==> src/rtl/core/ecpsm_pkg.sv <==
package ecpsm_pkg;

	localparam int FIELD_LIMBS = 4;
	localparam int LIMB_W = 64;
	localparam int FE_W = FIELD_LIMBS * LIMB_W;
	localparam int LIMB_CNT_W = (FIELD_LIMBS > 1) ? $clog2(FIELD_LIMBS) : 1;
	localparam int BIT_CNT_W = $clog2(FE_W);
	localparam int REG_AW = 5;
	localparam int NUM_REGS = 21;
	localparam int PC_W = 6;

	localparam logic [2:0] ACT_MOD = 3'd0;
	localparam logic [2:0] ACT_A = 3'd1;
	localparam logic [2:0] ACT_X = 3'd2;
	localparam logic [2:0] ACT_Y = 3'd3;
	localparam logic [2:0] ACT_Z = 3'd4;
	localparam logic [2:0] ACT_K = 3'd5;
	localparam logic [2:0] ACT_RUN = 3'd6;

	localparam logic [1:0] COORD_X = 2'd0;
	localparam logic [1:0] COORD_Z = 2'd2;

	typedef logic [REG_AW-1:0] reg_addr_t;

	// register file map
	localparam reg_addr_t R_A = 5'd0;
	localparam reg_addr_t R_BX = 5'd1;
	localparam reg_addr_t R_BY = 5'd2;
	localparam reg_addr_t R_BZ = 5'd3;
	localparam reg_addr_t R_AX = 5'd4;
	localparam reg_addr_t R_AY = 5'd5;
	localparam reg_addr_t R_AZ = 5'd6;
	localparam reg_addr_t R_RX = 5'd7;
	localparam reg_addr_t R_RY = 5'd8;
	localparam reg_addr_t R_RZ = 5'd9;
	localparam reg_addr_t T_XX = 5'd10;
	localparam reg_addr_t T_ZZ = 5'd11;
	localparam reg_addr_t T_W = 5'd12;
	localparam reg_addr_t T_S = 5'd13;
	localparam reg_addr_t T_SSS = 5'd14;
	localparam reg_addr_t T_R = 5'd15;
	localparam reg_addr_t T_RR = 5'd16;
	localparam reg_addr_t T_B = 5'd17;
	localparam reg_addr_t T_H = 5'd18;
	localparam reg_addr_t T_T = 5'd19;
	localparam reg_addr_t T_AA = 5'd20;
	localparam reg_addr_t T_Y1Z2 = 5'd10;
	localparam reg_addr_t T_X1Z2 = 5'd11;
	localparam reg_addr_t T_Z1Z2 = 5'd12;
	localparam reg_addr_t T_U = 5'd13;
	localparam reg_addr_t T_UU = 5'd14;
	localparam reg_addr_t T_V = 5'd15;
	localparam reg_addr_t T_VV = 5'd16;
	localparam reg_addr_t T_VVV = 5'd17;
	localparam reg_addr_t T_ARR = 5'd18;

	localparam logic [PC_W-1:0] UC_RED = 6'd0;
	localparam logic [PC_W-1:0] UC_CPY = 6'd4;
	localparam logic [PC_W-1:0] UC_DBL = 6'd7;
	localparam logic [PC_W-1:0] UC_ADD = 6'd32;

	typedef enum logic [2:0] {
		OP_ADD,
		OP_SUB,
		OP_CPY,
		OP_MUL,
		OP_RED
	} uop_t;

	typedef enum logic [1:0] {
		PROG_RED,
		PROG_CPY,
		PROG_DBL,
		PROG_ADD
	} prog_t;

	typedef struct packed {
		uop_t op;
		reg_addr_t dst;
		reg_addr_t src_a;
		reg_addr_t src_b;
		logic last;
	} uinstr_t;

	typedef struct packed {
		logic [2:0] action;
		logic [1:0] limb_index;
		logic [63:0] limb_value;
	} op_word_t;

	typedef struct packed {
		logic [1:0] coordinate;
		logic [1:0] out_limb_index;
		logic [63:0] out_limb_value;
		logic last;
	} res_word_t;

	typedef struct packed {
		logic load;
		logic k_init;
		logic k_shift;
		logic rd_en;
		reg_addr_t rd_addr_a;
		reg_addr_t rd_addr_b;
		logic alu_wr;
		uop_t alu_op;
		logic mul_start;
		logic mul_red;
		logic mul_wr;
		reg_addr_t wr_addr;
		logic res_load;
		logic [1:0] res_coord;
		logic [LIMB_CNT_W-1:0] res_limb;
		logic res_last;
		logic res_zero;
	} dp_cmd_t;

	typedef struct packed {
		logic p_zero;
		logic k_bit;
		logic k_more;
		logic mul_busy;
		logic res_free;
	} dp_status_t;

	// reduce, copy, dbl-2007-bl, add-1998-cmo-2
	function automatic uinstr_t ucode(input logic [PC_W-1:0] pc);
		uinstr_t u;
		case (pc)
			6'd0: u = '{OP_RED, R_A, R_A, R_A, 1'b0};
			6'd1: u = '{OP_RED, R_RX, R_BX, R_BX, 1'b0};
			6'd2: u = '{OP_RED, R_RY, R_BY, R_BY, 1'b0};
			6'd3: u = '{OP_RED, R_RZ, R_BZ, R_BZ, 1'b1};
			6'd4: u = '{OP_CPY, R_AX, R_RX, R_RX, 1'b0};
			6'd5: u = '{OP_CPY, R_AY, R_RY, R_RY, 1'b0};
			6'd6: u = '{OP_CPY, R_AZ, R_RZ, R_RZ, 1'b1};
			6'd7: u = '{OP_MUL, T_XX, R_RX, R_RX, 1'b0};
			6'd8: u = '{OP_MUL, T_ZZ, R_RZ, R_RZ, 1'b0};
			6'd9: u = '{OP_ADD, T_T, T_XX, T_XX, 1'b0};
			6'd10: u = '{OP_ADD, T_T, T_T, T_XX, 1'b0};
			6'd11: u = '{OP_MUL, T_W, R_A, T_ZZ, 1'b0};
			6'd12: u = '{OP_ADD, T_W, T_W, T_T, 1'b0};
			6'd13: u = '{OP_MUL, T_S, R_RY, R_RZ, 1'b0};
			6'd14: u = '{OP_ADD, T_S, T_S, T_S, 1'b0};
			6'd15: u = '{OP_MUL, T_SSS, T_S, T_S, 1'b0};
			6'd16: u = '{OP_MUL, T_SSS, T_SSS, T_S, 1'b0};
			6'd17: u = '{OP_MUL, T_R, R_RY, T_S, 1'b0};
			6'd18: u = '{OP_MUL, T_RR, T_R, T_R, 1'b0};
			6'd19: u = '{OP_ADD, T_T, T_R, R_RX, 1'b0};
			6'd20: u = '{OP_MUL, T_T, T_T, T_T, 1'b0};
			6'd21: u = '{OP_SUB, T_T, T_T, T_XX, 1'b0};
			6'd22: u = '{OP_SUB, T_B, T_T, T_RR, 1'b0};
			6'd23: u = '{OP_MUL, T_H, T_W, T_W, 1'b0};
			6'd24: u = '{OP_SUB, T_H, T_H, T_B, 1'b0};
			6'd25: u = '{OP_SUB, T_H, T_H, T_B, 1'b0};
			6'd26: u = '{OP_MUL, R_RX, T_H, T_S, 1'b0};
			6'd27: u = '{OP_SUB, T_T, T_B, T_H, 1'b0};
			6'd28: u = '{OP_MUL, T_T, T_T, T_W, 1'b0};
			6'd29: u = '{OP_SUB, T_T, T_T, T_RR, 1'b0};
			6'd30: u = '{OP_SUB, R_RY, T_T, T_RR, 1'b0};
			6'd31: u = '{OP_CPY, R_RZ, T_SSS, T_SSS, 1'b1};
			6'd32: u = '{OP_MUL, T_Y1Z2, R_AY, R_RZ, 1'b0};
			6'd33: u = '{OP_MUL, T_X1Z2, R_AX, R_RZ, 1'b0};
			6'd34: u = '{OP_MUL, T_Z1Z2, R_AZ, R_RZ, 1'b0};
			6'd35: u = '{OP_MUL, T_T, R_RY, R_AZ, 1'b0};
			6'd36: u = '{OP_SUB, T_U, T_T, T_Y1Z2, 1'b0};
			6'd37: u = '{OP_MUL, T_UU, T_U, T_U, 1'b0};
			6'd38: u = '{OP_MUL, T_T, R_RX, R_AZ, 1'b0};
			6'd39: u = '{OP_SUB, T_V, T_T, T_X1Z2, 1'b0};
			6'd40: u = '{OP_MUL, T_VV, T_V, T_V, 1'b0};
			6'd41: u = '{OP_MUL, T_VVV, T_V, T_VV, 1'b0};
			6'd42: u = '{OP_MUL, T_ARR, T_VV, T_X1Z2, 1'b0};
			6'd43: u = '{OP_MUL, T_AA, T_UU, T_Z1Z2, 1'b0};
			6'd44: u = '{OP_SUB, T_AA, T_AA, T_VVV, 1'b0};
			6'd45: u = '{OP_SUB, T_AA, T_AA, T_ARR, 1'b0};
			6'd46: u = '{OP_SUB, T_AA, T_AA, T_ARR, 1'b0};
			6'd47: u = '{OP_MUL, R_AX, T_V, T_AA, 1'b0};
			6'd48: u = '{OP_SUB, T_T, T_ARR, T_AA, 1'b0};
			6'd49: u = '{OP_MUL, T_T, T_U, T_T, 1'b0};
			6'd50: u = '{OP_MUL, T_AA, T_VVV, T_Y1Z2, 1'b0};
			6'd51: u = '{OP_SUB, R_AY, T_T, T_AA, 1'b0};
			6'd52: u = '{OP_MUL, R_AZ, T_VVV, T_Z1Z2, 1'b1};
			default: u = '{OP_CPY, T_T, T_T, T_T, 1'b1};
		endcase
		return u;
	endfunction

endpackage

==> src/rtl/core/ecpsm_ctrl.sv <==
module ecpsm_ctrl (
	input  logic                  clk,
	input  logic                  arst_n,
	input  logic                  op_valid,
	output logic                  op_ready,
	input  ecpsm_pkg::op_word_t   op_word,
	output ecpsm_pkg::dp_cmd_t    cmd,
	input  ecpsm_pkg::dp_status_t status
);

	typedef enum logic [6:0] {
		ST_IDLE  = 7'b0000001,
		ST_RD    = 7'b0000010,
		ST_OP    = 7'b0000100,
		ST_MUL   = 7'b0001000,
		ST_BIT   = 7'b0010000,
		ST_EMRD  = 7'b0100000,
		ST_EMOUT = 7'b1000000
	} ctrl_state_t;

	localparam int LCW = ecpsm_pkg::LIMB_CNT_W;

	ctrl_state_t state_q, state_d;
	logic [ecpsm_pkg::PC_W-1:0] pc_q, pc_d;
	ecpsm_pkg::prog_t prog_q, prog_d;
	logic inf_q, inf_d;
	logic [1:0] coord_q, coord_d;
	logic [LCW-1:0] limb_q, limb_d;
	ecpsm_pkg::uinstr_t ui;
	logic instr_done, accept;

	assign ui = ecpsm_pkg::ucode(pc_q);
	assign op_ready = state_q == ST_IDLE;
	assign accept = op_valid && op_ready;

	always_comb begin
		state_d = state_q;
		pc_d = pc_q;
		prog_d = prog_q;
		inf_d = inf_q;
		coord_d = coord_q;
		limb_d = limb_q;
		cmd = '0;
		instr_done = 1'b0;
		cmd.rd_addr_a = ui.src_a;
		cmd.rd_addr_b = ui.src_b;
		cmd.wr_addr = ui.dst;
		cmd.alu_op = ui.op;
		cmd.res_coord = coord_q;
		cmd.res_limb = limb_q;
		cmd.res_zero = inf_q;
		cmd.res_last = coord_q == ecpsm_pkg::COORD_Z && limb_q == LCW'(ecpsm_pkg::FIELD_LIMBS - 1);
		case (state_q)
			ST_IDLE: begin
				if (accept) begin
					cmd.load = op_word.action != ecpsm_pkg::ACT_RUN;
					if (op_word.action == ecpsm_pkg::ACT_RUN) begin
						cmd.k_init = 1'b1;
						inf_d = 1'b1;
						coord_d = ecpsm_pkg::COORD_X;
						limb_d = '0;
						if (status.p_zero) begin
							state_d = ST_EMRD;
						end else begin
							pc_d = ecpsm_pkg::UC_RED;
							prog_d = ecpsm_pkg::PROG_RED;
							state_d = ST_RD;
						end
					end
				end
			end
			ST_RD: begin
				cmd.rd_en = 1'b1;
				state_d = ST_OP;
			end
			ST_OP: begin
				case (ui.op)
					ecpsm_pkg::OP_MUL, ecpsm_pkg::OP_RED: begin
						cmd.mul_start = 1'b1;
						cmd.mul_red = ui.op == ecpsm_pkg::OP_RED;
						state_d = ST_MUL;
					end
					default: begin
						cmd.alu_wr = 1'b1;
						instr_done = 1'b1;
					end
				endcase
			end
			ST_MUL: begin
				if (!status.mul_busy) begin
					cmd.mul_wr = 1'b1;
					instr_done = 1'b1;
				end
			end
			ST_BIT: begin
				if (status.k_bit) begin
					state_d = ST_RD;
					if (inf_q) begin
						inf_d = 1'b0;
						pc_d = ecpsm_pkg::UC_CPY;
						prog_d = ecpsm_pkg::PROG_CPY;
					end else begin
						pc_d = ecpsm_pkg::UC_ADD;
						prog_d = ecpsm_pkg::PROG_ADD;
					end
				end else if (status.k_more) begin
					pc_d = ecpsm_pkg::UC_DBL;
					prog_d = ecpsm_pkg::PROG_DBL;
					state_d = ST_RD;
				end else begin
					state_d = ST_EMRD;
				end
			end
			ST_EMRD: begin
				cmd.rd_en = 1'b1;
				cmd.rd_addr_a = ecpsm_pkg::R_AX + ecpsm_pkg::REG_AW'(coord_q);
				state_d = ST_EMOUT;
			end
			ST_EMOUT: begin
				if (status.res_free) begin
					cmd.res_load = 1'b1;
					limb_d = limb_q + 1'b1;
					if (limb_q == LCW'(ecpsm_pkg::FIELD_LIMBS - 1)) begin
						limb_d = '0;
						coord_d = coord_q + 1'b1;
						state_d = (coord_q == ecpsm_pkg::COORD_Z) ? ST_IDLE : ST_EMRD;
					end
				end
			end
			default: state_d = ST_IDLE;
		endcase

		if (instr_done) begin
			if (!ui.last) begin
				pc_d = pc_q + 1'b1;
				state_d = ST_RD;
			end else begin
				case (prog_q)
					ecpsm_pkg::PROG_RED: state_d = ST_BIT;
					ecpsm_pkg::PROG_DBL: begin
						cmd.k_shift = 1'b1;
						state_d = ST_BIT;
					end
					default: begin
						if (status.k_more) begin
							pc_d = ecpsm_pkg::UC_DBL;
							prog_d = ecpsm_pkg::PROG_DBL;
							state_d = ST_RD;
						end else begin
							state_d = ST_EMRD;
						end
					end
				endcase
			end
		end
	end

	always_ff @(posedge clk or negedge arst_n) begin
		if (!arst_n) begin
			state_q <= ST_IDLE;
			pc_q <= '0;
			prog_q <= ecpsm_pkg::PROG_RED;
			inf_q <= 1'b1;
			coord_q <= '0;
			limb_q <= '0;
		end else begin
			state_q <= state_d;
			pc_q <= pc_d;
			prog_q <= prog_d;
			inf_q <= inf_d;
			coord_q <= coord_d;
			limb_q <= limb_d;
		end
	end

endmodule

==> config.mk <==
export PLATFORM = sky130hd
export DESIGN_NAME = ecpsm_ctrl
export DESIGN_NICKNAME = d
export VERILOG_FILES = /design/src/rtl/core/ecpsm_pkg.sv /design/src/rtl/core/ecpsm_ctrl.sv
export SDC_FILE = /design/constraint.sdc
export NUM_CORES = 1
export LEC_CHECK = 0
export BUFFER_PORTS_ARGS = -buffer_cell sky130_fd_sc_hd__buf_2
export CORE_AREA = 3 3 99 101
export CTS_BUF_LIST = sky130_fd_sc_hd__clkbuf_4 sky130_fd_sc_hd__clkbuf_8
export DETAILED_ROUTE_END_ITERATION = 6
export DIE_AREA = 0 0 102 104
export PLACE_DENSITY = 0.61
export SYNTH_ARGS = -nofsm -noshare
export SYNTH_HDL_FRONTEND = slang
export SYNTH_SLANG_ARGS = --single-unit
==> constraint.sdc <==
create_clock -name clk -period 3 [get_ports clk]
set_input_delay 0.3 -clock clk [delete_from_list [all_inputs] [get_ports clk]]
set_output_delay 0.3 -clock clk [all_outputs]
set_load 0.01 [all_outputs]
==> qor.csv <==
metric;value;unit
Critical Path AT;2.55;ns
clk_lat worst skew;0.26;ns
num rows;35;
CTS tree;yes;
hold_buf cts;0;
Final Hold Vio Count;18;
Final Non-Filler Cells;583;
worst vdd ir;0.347;mV
RSZ-0062 raised after global routing;true;
P_leak;0.00158;µW
Yosys top cell area share;14.4;%
DRT iter0 DRCs;209;
Relative slew margins;60.2;%
vias per std cell;6.00;
status;finished, violations left;
Total Routing Usage GR;18.4;%
Post-synth EDFFs;0;
simple logic cell fraction of the synthesized area;27.4;%
first-pass GRT wire length;16600;µm
IO Port Bufs;44;
R2R Path End;pc_q[3];
Setup Skew;0.00311;ns
most frequent cell after synthesis;nor2_1;
Fin Hold WS;-0.0148;ns
Yosys reg bits;20;
final period utilization;95.0;%
fraction of layout cells with a size suffix above 1;23.9;%
XOR/XNOR Fraction of Synth Area;0.842;%
R2R cell count;9;
Peak Freq;351;MHz
CP max stage delay;0.42;ns
largest family of logic cells by synthesized area;compound AO/OA/AOI/OAI gates;
post-synthesis adder-cell area fraction;7.62;%
CTS buffer count;3;
failing checks;hold timing;
CP Cell Sequence;buf_4 > ha_4 > or2_1 > a21oi_1 > o32ai_4 > o31a_2 > a21oi_4 > nor4b_2 > buf_2;
Reg clk slew, reported paths;0.07;ns
kind of critical path;flip-flop to output pin;
post-synth top area cell;dfrtp_1;
asr flop ratio synth;100;%
synthesized area;3120;µm²
synth warn;0;
via count;3499;
Yosys cell types;83;
R2R Path Start;pc_q[1];
Finish-stage setup viols;0;
P per Cell Area;1030;nW/µm²
placed cell count;577;
post-place setup slack;0.146;ns
initial antenna violation count;0;
H-tree Lvls;1;
Max clock buf depth;2;
vias in the first global route;3352;
post-synthesis mux area share;3.13;%
Die Y-Extent;104;µm
post-synthesis compound-gate area fraction;37.2;%
syn_nets;525;
DP HPWL;7290;µm
Die ar.;10600;µm²
Antenna Cells;0;
max-cap violations;0;
CTS Sinks;20;
Mapped Avg Cell Area;7.27;µm²
Initial Util;34.2;%
root buffer cell;clkbuf_8;
IO Count;111;
largest net degree at the start of global routing;30;
Routed WL per cell;16.6;µm
Detailed Route WL;9700;µm
die width;102;µm
Post-Syn Instances;429;
required time of the critical path;2.70;ns
Layout area overhead;15.1;%
core area;9110;µm²
DR pass1 iterations;5;
clock period minus final worst setup slack;2.85;ns
crit end category;output pin;
fin nets;569;
Final ANT Viol Nets;0;
Max Transition Viols Final;0;
Top FF cell, synth;dfrtp_1;
top post-synthesis cells by count;nor2_1 (53), nand2_1 (45), a21oi_1 (43);
worst hold path class;input port to asynchronous set/reset pin;
Least-Margin Pin Slew;0.595;ns
peak fanout along the critical path;13;
Overflow after GRT;0;
GP Congestion;0.942;
Total Power;3700;µW
Area contributors post-synth;dfrtp_1 (14%), ha_1 (7.6%), a21oi_1 (6.9%);
highest-delay cell along the critical path;dfrtp_1;
DRC errors left;0;
worst setup margin;0.151;ns
flop2flop setup slack;0.46;ns
crit start category;flip-flop;
post-synthesis sequential area ratio;16.1;%
critical path: cells and delay by family (launching register included):
| family | cells | cell delay [ns] |
|---|---|---|
| buf+inv | 2 | 0.37 |
| flops | 1 | 0.42 |
| fa+ha+maj | 1 | 0.22 |
| compound gates | 4 | 1.01 |
| simple gates | 2 | 0.28 |
logic make-up (layout without fill, tap and decap cells):
group	Yosys count	after routing
mux	9	9
fa+ha+maj	19	19
simple gates	168	168
compound gates	165	165
flops	20	20
xor+xnor	3	3
buf+inv	45	88
repair_timing:
item | 4_1_cts | 5_1_grt
setup buffers | 0 | 2
resized for setup | 5 | 5
endpoints found under the setup margin | 1 | 5
where the power goes:
| part | switching [µW] | internal [µW] |
|---|---|---|
| Combinational | 1770 | 1240 |
| Sequential | 161 | 348 |
| Clock | 86.4 | 104 |
routing by layer:
layer / wire (µm) / GRT usage, % / share of wire (%) / vias to the layer above
li1: - / - / - / 1674
met1: 4280 / 26.4 / 44 / 1655
met2: 4580 / 29.6 / 47 / 151
met3: 655 / 1.68 / 6.8 / 19
met4: 180 / 4.31 / 1.9 / 0
met5: 0 / 0 / 0 / -
worst max path at each step:
stage               startpoint      end  slack, ns  cells past startpoint
detailed placement     pc_q[1]  cmd[30]       0.15                      9
floorplan              pc_q[0]  cmd[30]       0.09                     10
CTS                    pc_q[1]  cmd[30]      0.009                      9
global route           pc_q[0]  cmd[30]     -0.003                      9
finish                 pc_q[0]  cmd[30]       0.15                      9
global placement       pc_q[1]  cmd[30]       0.20                      9
per-stage QoR:
step	util, %	cell area, µm²	TNS (ns)
6_report	39.4	3590	0
5_1_grt	39.4	3590	-0.00335
2_1_floorplan	-	3130	0
4_1_cts	39.0	3550	0
3_5_place_dp	38.3	3490	0
3_3_place_gp	38.3	3490	0
cell type report:
| class | count | area (µm²) |
|---|---|---|
| Multi-Input combinational cell | 364 | 2420 |
| Inverter | 15 | 56.3 |
| Tap cell | 111 | 139 |
| Fill cell | 961 | 5520 |
| Clock buffer | 4 | 48.8 |
| Sequential cell | 20 | 507 |
| Timing Repair Buffer | 69 | 420 |
sequential cells by signal, summed over array words and instances (netlist names):
signal   flops
state_q      7
pc_q         6
limb_q       2
coord_q      2
inf_q        1
prog_q       2
cell usage in the layout (no fill, tap or decap), types with 4 or more instances in the layout:
cell type   n
nor2_1     53
o22ai_1     6
a221oi_1    4
inv_1      11
nor2b_1    12
nand3_1    10
and2_1      5
dfrtp_1    15
a21oi_1    43
a31oi_1     5
nand2b_1    9
nor3_1      9
a211oi_1   14
a22o_1      5
buf_2      44
buf_4      24
o21ai_0    34
nand2_1    45
mux2i_1     6
a21o_1      4
o21bai_1    4
ha_1       16
a22oi_1     4
o211ai_1    4
No activity file was read; power rests on OpenSTA's default activity.
